==> src/rtl/rrpaw_pkg.sv <==
// rrpaw_pkg: shared types and constants of the round-robin ping/ack watchdog
// transfer payloads, config register map, phase encoding, command and fault codes
// no dependencies
package rrpaw_pkg;

  // config port
  localparam int unsigned APB_ADDR_W = 4;
  localparam int unsigned APB_DATA_W = 32;

  // register indexes (byte address is 4 * index)
  localparam logic [1:0] REG_CHANNEL_COUNT = 2'd0;
  localparam logic [1:0] REG_ACK_TIMEOUT   = 2'd1;
  localparam logic [1:0] REG_POLL_PERIOD   = 2'd2;

  // register reset values
  localparam logic [4:0] RST_CHANNEL_COUNT = 5'd0;
  localparam logic [7:0] RST_ACK_TIMEOUT   = 8'd20;
  localparam logic [7:0] RST_POLL_PERIOD   = 8'd30;

  // command codes
  localparam logic [1:0] CMD_TICK = 2'd0;
  localparam logic [1:0] CMD_ACK  = 2'd1;
  localparam logic [1:0] CMD_STOP = 2'd2;

  // fault causes
  localparam logic [1:0] FAULT_NONE    = 2'd0;
  localparam logic [1:0] FAULT_DEAD    = 2'd1;
  localparam logic [1:0] FAULT_NO_PING = 2'd2;
  localparam logic [1:0] FAULT_TIMEOUT = 2'd3;

  typedef enum logic [1:0] {
    PH_PING,
    PH_WAIT,
    PH_POLL,
    PH_HALT
  } phase_e;

  typedef struct packed {
    logic [4:0] channel_count;
    logic [7:0] ack_timeout_ticks;
    logic [7:0] poll_period_ticks;
  } cfg_t;

  typedef struct packed {
    logic [1:0]         cmd;
    logic [3:0]         ack_channel;
    logic signed [31:0] ack_value;
    logic               target_alive;
    logic               ping_accepted;
  } in_item_t;

  typedef struct packed {
    logic               ping;
    logic [3:0]         ping_channel;
    logic               ack_ok;
    logic signed [31:0] ack_code;
    logic               kill_all;
    logic [1:0]         fault_cause;
    logic               halted;
  } out_item_t;

  typedef struct packed {
    phase_e     phase;
    logic [1:0] fault;
  } core_status_t;

endpackage

==> src/rtl/rrpaw_regs.sv <==
// rrpaw_regs: APB-style configuration registers of the watchdog
// depends on rrpaw_pkg for the register map and cfg_t
module rrpaw_regs import rrpaw_pkg::*; (
  input  logic                  clk_i,
  input  logic                  rst_ni,
  input  logic                  psel,
  input  logic                  penable,
  input  logic                  pwrite,
  input  logic [APB_ADDR_W-1:0] paddr,
  input  logic [APB_DATA_W-1:0] pwdata,
  output logic [APB_DATA_W-1:0] prdata,
  output logic                  pready,
  output cfg_t                  cfg_o
);

  cfg_t       cfg_q;
  logic       wr_en;
  logic [1:0] reg_idx;

  assign pready  = 1'b1;
  assign reg_idx = paddr[3:2];
  assign wr_en   = psel & penable & pwrite;

  always_ff @(posedge clk_i or negedge rst_ni) begin
    if (!rst_ni) begin
      cfg_q.channel_count     <= RST_CHANNEL_COUNT;
      cfg_q.ack_timeout_ticks <= RST_ACK_TIMEOUT;
      cfg_q.poll_period_ticks <= RST_POLL_PERIOD;
    end else if (wr_en) begin
      unique case (reg_idx)
        REG_CHANNEL_COUNT: cfg_q.channel_count     <= pwdata[4:0];
        REG_ACK_TIMEOUT:   cfg_q.ack_timeout_ticks <= pwdata[7:0];
        REG_POLL_PERIOD:   cfg_q.poll_period_ticks <= pwdata[7:0];
        default: ;
      endcase
    end
  end

  always_comb begin
    unique case (reg_idx)
      REG_CHANNEL_COUNT: prdata = {27'd0, cfg_q.channel_count};
      REG_ACK_TIMEOUT:   prdata = {24'd0, cfg_q.ack_timeout_ticks};
      REG_POLL_PERIOD:   prdata = {24'd0, cfg_q.poll_period_ticks};
      default:           prdata = '0;
    endcase
  end

  assign cfg_o = cfg_q;

endmodule

==> src/rtl/rrpaw_core.sv <==
// rrpaw_core: watchdog state machine, ack flag/code store and result forming
// depends on rrpaw_pkg for phase_e, item types and codes
module rrpaw_core import rrpaw_pkg::*; #(
  parameter int unsigned MAX_CHANNELS = 16
) (
  input  logic         clk_i,
  input  logic         rst_ni,
  input  logic         in_fire_i,
  input  in_item_t     item_i,
  input  cfg_t         cfg_i,
  output out_item_t    res_o,
  output core_status_t status_o
);

  // channel indexes are 4 bits, so at most 16 slots are ever reachable
  localparam int unsigned SLOTS    = (MAX_CHANNELS < 16) ? MAX_CHANNELS : 16;
  localparam int unsigned SLOT_W   = (SLOTS > 1) ? $clog2(SLOTS) : 1;
  localparam int unsigned LIVE_CAP = (MAX_CHANNELS < 31) ? MAX_CHANNELS : 31;
  localparam logic [4:0]  LIVE_CAP_V = 5'(LIVE_CAP);
  localparam logic [4:0]  SLOTS_V    = 5'(SLOTS);

  phase_e      phase_q, phase_d;
  logic [3:0]  cur_q, cur_d;
  logic [7:0]  tick_q, tick_d;
  logic [1:0]  fault_q, fault_d;
  logic [SLOTS-1:0] flags_q;
  logic [31:0] codes_q [SLOTS];

  logic [4:0]  live;
  logic [4:0]  next_ch;
  logic [7:0]  tick_inc;
  logic        cur_in_range;
  logic        flag_hit;
  logic        flag_set, flag_clr;
  logic [3:0]  clr_ch;
  logic        ping, ack_ok;
  logic [31:0] ack_code;

  assign live         = (cfg_i.channel_count > LIVE_CAP_V) ? LIVE_CAP_V : cfg_i.channel_count;
  assign next_ch      = {1'b0, cur_q} + 5'd1;
  assign tick_inc     = tick_q + 8'd1;
  assign cur_in_range = ({1'b0, cur_q} < SLOTS_V);
  assign flag_hit     = cur_in_range && flags_q[cur_q[SLOT_W-1:0]];

  always_ff @(posedge clk_i or negedge rst_ni) begin
    if (!rst_ni) begin
      phase_q <= PH_PING;
      cur_q   <= '0;
      tick_q  <= '0;
      fault_q <= FAULT_NONE;
    end else if (in_fire_i) begin
      phase_q <= phase_d;
      cur_q   <= cur_d;
      tick_q  <= tick_d;
      fault_q <= fault_d;
    end
  end

  always_comb begin
    phase_d  = phase_q;
    cur_d    = cur_q;
    tick_d   = tick_q;
    fault_d  = fault_q;
    flag_set = 1'b0;
    flag_clr = 1'b0;
    clr_ch   = cur_q;
    ping     = 1'b0;
    ack_ok   = 1'b0;
    ack_code = '0;
    if (phase_q != PH_HALT) begin
      case (item_i.cmd)
        CMD_STOP: phase_d = PH_HALT;
        CMD_ACK: begin
          flag_set = ({1'b0, item_i.ack_channel} < live);
        end
        CMD_TICK: begin
          unique case (phase_q)
            PH_PING: begin
              if (live != 5'd0) begin
                // a channel left beyond the count wraps to the first one
                if ({1'b0, cur_q} >= live) begin
                  cur_d = '0;
                end
                if (!item_i.target_alive) begin
                  fault_d = FAULT_DEAD;
                  phase_d = PH_HALT;
                end else if (!item_i.ping_accepted) begin
                  fault_d = FAULT_NO_PING;
                  phase_d = PH_HALT;
                end else begin
                  flag_clr = 1'b1;
                  clr_ch   = cur_d;
                  ping     = 1'b1;
                  phase_d  = PH_WAIT;
                  tick_d   = '0;
                end
              end
            end
            PH_WAIT: begin
              if (flag_hit) begin
                ack_ok   = 1'b1;
                ack_code = codes_q[cur_q[SLOT_W-1:0]];
                phase_d  = PH_POLL;
                tick_d   = '0;
                if (cfg_i.poll_period_ticks == 8'd0) begin
                  cur_d   = (next_ch >= live) ? 4'd0 : next_ch[3:0];
                  phase_d = PH_PING;
                end
              end else begin
                tick_d = tick_inc;
                if (tick_inc == 8'd0 || tick_inc >= cfg_i.ack_timeout_ticks) begin
                  fault_d = FAULT_TIMEOUT;
                  phase_d = PH_HALT;
                end
              end
            end
            PH_POLL: begin
              tick_d = tick_inc;
              if (tick_inc == 8'd0 || tick_inc >= cfg_i.poll_period_ticks) begin
                cur_d   = (next_ch >= live) ? 4'd0 : next_ch[3:0];
                phase_d = PH_PING;
                tick_d  = '0;
              end
            end
            default: ;
          endcase
        end
        default: ;
      endcase
    end
  end

  // ack flags reset to clear; codes are only read behind a set flag
  always_ff @(posedge clk_i or negedge rst_ni) begin
    if (!rst_ni) begin
      flags_q <= '0;
    end else if (in_fire_i) begin
      if (flag_set) begin
        flags_q[item_i.ack_channel[SLOT_W-1:0]] <= 1'b1;
      end else if (flag_clr) begin
        flags_q[clr_ch[SLOT_W-1:0]] <= 1'b0;
      end
    end
  end

  always_ff @(posedge clk_i) begin
    if (in_fire_i && flag_set) begin
      codes_q[item_i.ack_channel[SLOT_W-1:0]] <= item_i.ack_value;
    end
  end

  always_comb begin
    res_o.ping         = ping;
    res_o.ping_channel = cur_d;
    res_o.ack_ok       = ack_ok;
    res_o.ack_code     = ack_code;
    res_o.kill_all     = (fault_d != FAULT_NONE);
    res_o.fault_cause  = fault_d;
    res_o.halted       = (phase_d == PH_HALT);
  end

  assign status_o.phase = phase_q;
  assign status_o.fault = fault_q;

endmodule

==> src/rtl/rrpaw_out_buf.sv <==
// rrpaw_out_buf: two-entry result buffer (output register plus skid stage)
// depends on rrpaw_pkg for out_item_t
module rrpaw_out_buf import rrpaw_pkg::*; (
  input  logic      clk_i,
  input  logic      rst_ni,
  input  logic      push_i,
  input  out_item_t item_i,
  output logic      space_o,
  output logic      out_valid_o,
  input  logic      out_ready_i,
  output out_item_t out_item_o
);

  logic      main_v_q, skid_v_q;
  out_item_t main_q, skid_q;
  logic      pop;

  assign pop     = main_v_q & out_ready_i;
  assign space_o = ~skid_v_q;

  always_ff @(posedge clk_i or negedge rst_ni) begin
    if (!rst_ni) begin
      main_v_q <= 1'b0;
      skid_v_q <= 1'b0;
    end else if (pop) begin
      if (skid_v_q) begin
        skid_v_q <= 1'b0;
      end else begin
        main_v_q <= push_i;
      end
    end else if (push_i) begin
      if (main_v_q) begin
        skid_v_q <= 1'b1;
      end else begin
        main_v_q <= 1'b1;
      end
    end
  end

  always_ff @(posedge clk_i) begin
    if (pop) begin
      if (skid_v_q) begin
        main_q <= skid_q;
      end else if (push_i) begin
        main_q <= item_i;
      end
    end else if (push_i) begin
      if (main_v_q) begin
        skid_q <= item_i;
      end else begin
        main_q <= item_i;
      end
    end
  end

  assign out_valid_o = main_v_q;
  assign out_item_o  = main_q;

endmodule

==> src/rtl/round_robin_ping_ack_watchdog_core.sv <==
// round_robin_ping_ack_watchdog_core: top level of the heartbeat watchdog
// depends on rrpaw_pkg, rrpaw_regs, rrpaw_core and rrpaw_out_buf
//
// Fail-fast heartbeat watchdog that checks its channels in turn. Every input
// transfer is a tick, an ack from a channel, or a stop, and every input
// transfer gives exactly one result transfer. On a tick in the ping phase
// the current channel must be alive and take the ping, else a fault latches;
// otherwise ping is pulsed and wait ticks are counted until that channel's
// ack flag is seen (ack_ok with the stored code) or ack_timeout_ticks is
// reached (fault). After a success the block spaces by poll_period_ticks and
// moves on, wrapping after channel_count channels. A fault sets kill_all and
// halts; stop halts with no fault; once halted all transfers are answered
// with the frozen state until reset.
// Rate: one input transfer per clock while the skid stage is free; the state
// update is a single pass from the accepted transfer into the state and
// result registers, the result landing in the output register or skid stage.
// A two-entry result buffer keeps input open while one finished result waits
// on out_ready_i. Registers sit at byte addresses 0, 4 and 8 and must be
// written only while the block is idle; the block itself does not check it.
module round_robin_ping_ack_watchdog_core import rrpaw_pkg::*; #(
  parameter int unsigned MAX_CHANNELS = 16
) (
  input  logic                  clk_i,
  input  logic                  rst_ni,
  // config port
  input  logic                  psel,
  input  logic                  penable,
  input  logic                  pwrite,
  input  logic [APB_ADDR_W-1:0] paddr,
  input  logic [APB_DATA_W-1:0] pwdata,
  output logic [APB_DATA_W-1:0] prdata,
  output logic                  pready,
  // input transfers
  input  logic                  in_valid_i,
  output logic                  in_ready_o,
  input  in_item_t              in_item_i,
  // result transfers
  output logic                  out_valid_o,
  input  logic                  out_ready_i,
  output out_item_t             out_item_o
);

  cfg_t         cfg;
  out_item_t    res;
  core_status_t status;
  logic         in_fire;
  logic         buf_space;

  // an input transfer completes whenever the skid stage is free
  assign in_ready_o = buf_space;
  assign in_fire    = in_valid_i & buf_space;

  // configuration registers
  rrpaw_regs u_regs (
    .clk_i   (clk_i),
    .rst_ni  (rst_ni),
    .psel    (psel),
    .penable (penable),
    .pwrite  (pwrite),
    .paddr   (paddr),
    .pwdata  (pwdata),
    .prdata  (prdata),
    .pready  (pready),
    .cfg_o   (cfg)
  );

  // phase machine, ack store and result forming
  rrpaw_core #(
    .MAX_CHANNELS (MAX_CHANNELS)
  ) u_core (
    .clk_i     (clk_i),
    .rst_ni    (rst_ni),
    .in_fire_i (in_fire),
    .item_i    (in_item_i),
    .cfg_i     (cfg),
    .res_o     (res),
    .status_o  (status)
  );

  // result register plus skid stage
  rrpaw_out_buf u_out_buf (
    .clk_i       (clk_i),
    .rst_ni      (rst_ni),
    .push_i      (in_fire),
    .item_i      (res),
    .space_o     (buf_space),
    .out_valid_o (out_valid_o),
    .out_ready_i (out_ready_i),
    .out_item_o  (out_item_o)
  );

  // halt is sticky until reset
  a_halt_sticky: assert property (@(posedge clk_i) disable iff (!rst_ni)
    status.phase == PH_HALT |=> status.phase == PH_HALT)
    else $error("watchdog left the halted phase");

  // a latched fault always comes with halt
  a_fault_halts: assert property (@(posedge clk_i) disable iff (!rst_ni)
    status.fault != FAULT_NONE |-> status.phase == PH_HALT)
    else $error("fault latched without halting");

  // skid stage only fills behind a full output register
  a_skid_order: assert property (@(posedge clk_i) disable iff (!rst_ni)
    !in_ready_o |-> out_valid_o)
    else $error("skid stage full while output register empty");

  // a ping result always reports the wait phase next
  a_ping_waits: assert property (@(posedge clk_i) disable iff (!rst_ni)
    in_fire && res.ping |=> status.phase == PH_WAIT)
    else $error("ping issued without entering wait");

endmodule

==> config.mk <==
export PLATFORM = sky130hd
export DESIGN_NAME = round_robin_ping_ack_watchdog_core
export DESIGN_NICKNAME = d
export VERILOG_FILES = /design/src/rtl/rrpaw_pkg.sv /design/src/rtl/rrpaw_regs.sv /design/src/rtl/rrpaw_core.sv /design/src/rtl/rrpaw_out_buf.sv /design/src/rtl/round_robin_ping_ack_watchdog_core.sv
export SDC_FILE = /design/constraint.sdc
export NUM_CORES = 1
export LEC_CHECK = 0
export BUFFER_PORTS_ARGS = -buffer_cell sky130_fd_sc_hd__buf_2
export CELL_PAD_IN_SITES_DETAIL_PLACEMENT = 0
export CELL_PAD_IN_SITES_GLOBAL_PLACEMENT = 1
export CORE_AREA = 4 4 280 282
export CTS_BUF_LIST = sky130_fd_sc_hd__clkbuf_4 sky130_fd_sc_hd__clkbuf_8
export DETAILED_ROUTE_END_ITERATION = 8
export DIE_AREA = 0 0 284 286
export PLACE_DENSITY = 0.62
export SETUP_SLACK_MARGIN = 0.2
export SYNTH_ARGS = -nofsm -noshare
export SYNTH_HDL_FRONTEND = slang
export SYNTH_SLANG_ARGS = --single-unit
export TNS_END_PERCENT = 5
==> constraint.sdc <==
create_clock -name clk_i -period 4.9 [get_ports clk_i]
set_input_delay 0.98 -clock clk_i [delete_from_list [all_inputs] [get_ports clk_i]]
set_output_delay 0.98 -clock clk_i [all_outputs]
set_load 0.05 [all_outputs]
==> results summary <==
The top-level I/O count is between 150 and 200. The total number of yosys warnings came out at 0. The number of endpoints failing setup at the final stage is 0. The flow ran to the end, and the final reports show no timing, DRC or antenna violations. The synthesized design spends more area on one cell type than any other, namely edfxtp_1. The source-to-sink clock delay at the later pin of the worst-skew pair is 0.72 ns. The largest individual stage delay along the critical path comes from the cell o311ai_0. The proportion of register bits with asynchronous set or reset after synthesis is 0.0845. Setup repair after global routing left no endpoint under its margin. The largest fanout on the critical path came out at 11.

The cell family contributing the most delay on the critical path is compound AO/OA/AOI/OAI gates. The relative contribution of the clock network to total power is 0.362. The multi-input combinational cells in the finished layout cover a total of slightly below 0.007 mm². Together, buffers and inverters on the worst path number 1.

The time the final worst path needs with I/O delays and setup is between 3 and 4 ns. The number of design rule violations left after detail routing came out at 0. Ranked by instance count, the synthesized netlist is headed by edfxtp_1 (596), mux4_2 (164), nand2_1 (158). The critical path's largest stage delay is 0.85 ns. In this run the cell area of the synthesized design comes to between 0.02 and 0.03 mm². The switching power is 3.81 mW.

The internal power consumption came out at about 9.9 mW. The number of max-capacitance violations reported came out at 0. The number of synthesized register bits came out at roughly 650.

The count of distinct cell types in the synthesized netlist came out at 59. The library cell used as clock root buffer is clkbuf_8. The startpoint identified for the worst register-to-register timing path is u_core.tick_q[0]$_DFFE_PN0P_. The remaining global-route overflow came out at 0. Sorting the synthesized cells by area gives the leading types as edfxtp_1 (68%), mux4_2 (14%), dfrtp_1 (4.6%). In the global route stage, overall resource usage came out at 0.152. The global-route wire length before repair is a little over 90,000 µm. The TritonCTS clock tree is done. The element type at the critical path end is a flop. Summing all flip-flop and latch instances after layout gives roughly 0.019 mm². The half-perimeter wire length after placement is 34,800 µm. The switching share of total power came out at 0.278. The number of cell instances on the worst register-to-register path came out at 11.

The congestion estimate from routability-driven global placement came to 0.744. Of the total power, combinational logic draws 0.155. The number of clock sinks is 651. The share of final-layout standard cells stronger than drive strength 1 came out at 0.323. The required time at the worst-slack endpoint came out at ~5.4 ns. The count of mapped cells out of synthesis is between 1,000 and 1,500. The number of instances in the placed design is approximately 2,500.

The flip-flop cell with the highest count after synthesis is edfxtp_1. The largest clock skew in the final design came out at around 0.040 ns. The finished layout holds 2,674 standard cells, fillers aside. The register area share after synthesis is 0.730.

The vertical extent of the die is 286 µm. The ratio of final minimum period to clock period is 0.770. The first-pass iteration count of the detailed router is 5. The critical path in this run is classified as reg2reg.

In the post-synthesis netlist, the cell with the most instances is edfxtp_1. The max-slew headroom at the worst pin came out at 0.278. The post-synthesis area per instance came out at roughly 19 µm². STA classifies the critical path startpoint as a flop. The final count of pins violating max slew is 0.

The final-report hold violation count came out at 0. The number of global-route vias before repair is between 10,000 and 15,000. Derived from the worst setup path, the maximum achievable clock frequency is 265 MHz.

The largest net degree at the start of global routing came out at between 70 and 80. Traced cell by cell, the critical path runs through ha_1 > nand3_1 > xor2_1 > inv_1 > ha_1 > a21oi_1 > a21oi_1 > o311ai_0 > nor3b_1 > nor4_1 > mux2_2. The smallest hold slack is 0.215 ns.

Clock-pin slew was measured on the worst setup and hold paths at about 0.060 ns. The count of nets left with antenna violations once routing finished came out at 0. The signed area change from the synthesized netlist to the final layout is 16.0%. The worst-case vdd ir drop came out at 0.210 mV. The die extent in x is around 280 µm. The leakage power is approximately 10 nW. Clock tree synthesis inserted a total of around 110 buffers. The number of buffers added to fix hold violations after cts came out at 0. The number of buffer cells added on primary ports is around 110. The path class of the tightest hold or removal check is in2async.

After the last flow step, the layout net total stands at approximately 1,700. The relative contribution of sequential cells to total power came out at 0.483. The die footprint is roughly 0.081 mm². The count of filler cells inserted in the layout is 6,766.

The number of enable flip-flop cells after synthesis came out at ~600. The count of H-tree levels built during CTS came out at 3. The starting DRC count in detailed routing came out at around 1,100. The initial antenna violation count is 6. The pin slew with the least headroom to its limit came out at approximately 1.1 ns. The detailed router placed ~13,000 vias in this run. The proportion of netlist area held by the largest area contributor is 0.678. After detailed routing, the average wire length per cell comes to between 20 and 25 µm. The power density normalized to cell area is 447 mW/mm².

The routed wire length came out at 61,500 µm. The number of cell rows is approximately 100. The number of vias per cell after detailed routing is between 5 and 6. The slack of the worst reg-to-reg path is roughly 1.1 ns. The buffer levels on the longest clock path came out at 3.

In this run the critical register-to-register path is captured at u_out_buf.out_item_o[0]$_DFFE_PP_. The number of buffers inserted by post-CTS setup repair came out at 0. The worst path arrival time is 4.23 ns. Once the clock tree was built, the resizer swapped 0 gates to a different size. The initial standard-cell utilization of the core came out at 0.349. The placeable core region came out at 0.0757 mm².
[power groups by stage]
stage	clock, mW	sequential, mW	combinational (mW)
detailed placement	0	6.73	2.15
finish	4.95	6.61	2.12
floorplan	0	7.16	1.09
global placement	0	6.72	2.13
global route	5.38	6.65	2.30
CTS	5.11	6.62	2.16
[placed cells by master (no fill, tap or decap), types with 8 or more instances in the layout]
cell type and instances:
nor2b_1 40, a21oi_1 22, clkinv_1 19, nand3_1 18
clkbuf_8 112, o22a_1 13, dfrtp_1 46, mux2i_1 8
nor2_4 12, mux4_2 164, nand2_1 158, a21o_1 9
nand4_1 8, conb_1 25, mux2_2 13, o21ai_0 34
clkinv_2 15, edfxtp_1 596, ha_1 35, buf_4 35
buf_2 108, clkbuf_4 43, nor2_1 16, inv_1 30
[final cells by class]
class	count	share of cell area
inverter	31	0.00380
multi-input combinational	658	0.222
antenna	4	0.000327
tap	978	0.0400
sequential	651	0.630
timing repair buffer	149	0.0302
clock buffer	155	0.0609
clock inverter	48	0.0130
[metal layers]
layer,global-route usage,wire length [µm],up-vias
li1,-,-,5971
met1,0.210,27100,6963
met2,0.250,29600,394
met3,0.0315,3650,98
met4,0.0384,1180,0
met5,0,0,-
[state kept, by name, indices dropped and copies added (netlist names)]
signal,cells
u_out_buf.skid_v_q,1
u_out_buf.out_valid_o,1
u_out_buf.skid_q,42
u_core.tick_q,8
u_regs.cfg_o,21
u_core.cur_q,4
u_core.flags_q,16
u_core.codes_q,512
u_out_buf.out_item_o,42
u_core.fault_q,2
u_core.phase_q,2
[kinds of logic after synthesis]
kind of cell    share of synthesized area
buf+inv                            0.0212
xor+xnor                          0.00232
other cells                      0.000284
mux                                 0.148
fa+ha+maj                          0.0166
compound gates                     0.0295
simple gates                       0.0514
flops                               0.730
[stage by stage]
stage / utilization / area [µm²] / worst slack (ns) / TNS [ns] / power [mW]
floorplan: - / 26500 / -0.217 / -7.07 / 8.25
global placement: 0.375 / 28300 / 0.760 / 0 / 8.85
detailed placement: 0.375 / 28300 / 0.793 / 0 / 8.88
CTS: 0.404 / 30600 / 1.10 / 0 / 13.9
global route: 0.404 / 30600 / 0.847 / 0 / 14.3
finish: 0.405 / 30600 / 1.13 / 0 / 13.7
[how the worst max path moves through the flow]
stage                                       from                                end  cells after the start
finish              u_core.tick_q[0]$_DFFE_PN0P_  u_out_buf.out_item_o[0]$_DFFE_PP_                     11
global route        u_core.tick_q[0]$_DFFE_PN0P_  u_out_buf.out_item_o[0]$_DFFE_PP_                     11
CTS                 u_regs.cfg_o[20]$_DFFE_PN0P_     u_core.codes_q[3][6]$_DFFE_PP_                     10
detailed placement                 in_item_i[34]     u_core.codes_q[3][8]$_DFFE_PP_                      9
global placement                   in_item_i[34]     u_core.codes_q[3][8]$_DFFE_PP_                      9
floorplan                          in_item_i[34]     u_core.codes_q[0][0]$_DFFE_PP_                      7
[worst reg2reg max path, cell delays in order (launching register included)]
cell	delay (ns)
dfrtp_1	0.57
ha_1	0.39
nand3_1	0.13
xor2_1	0.26
inv_1	0.10
ha_1	0.30
a21oi_1	0.15
a21oi_1	0.12
o311ai_0	0.85
nor3b_1	0.27
nor4_1	0.11
mux2_2	0.28
Power figures use the tool's default switching activity.
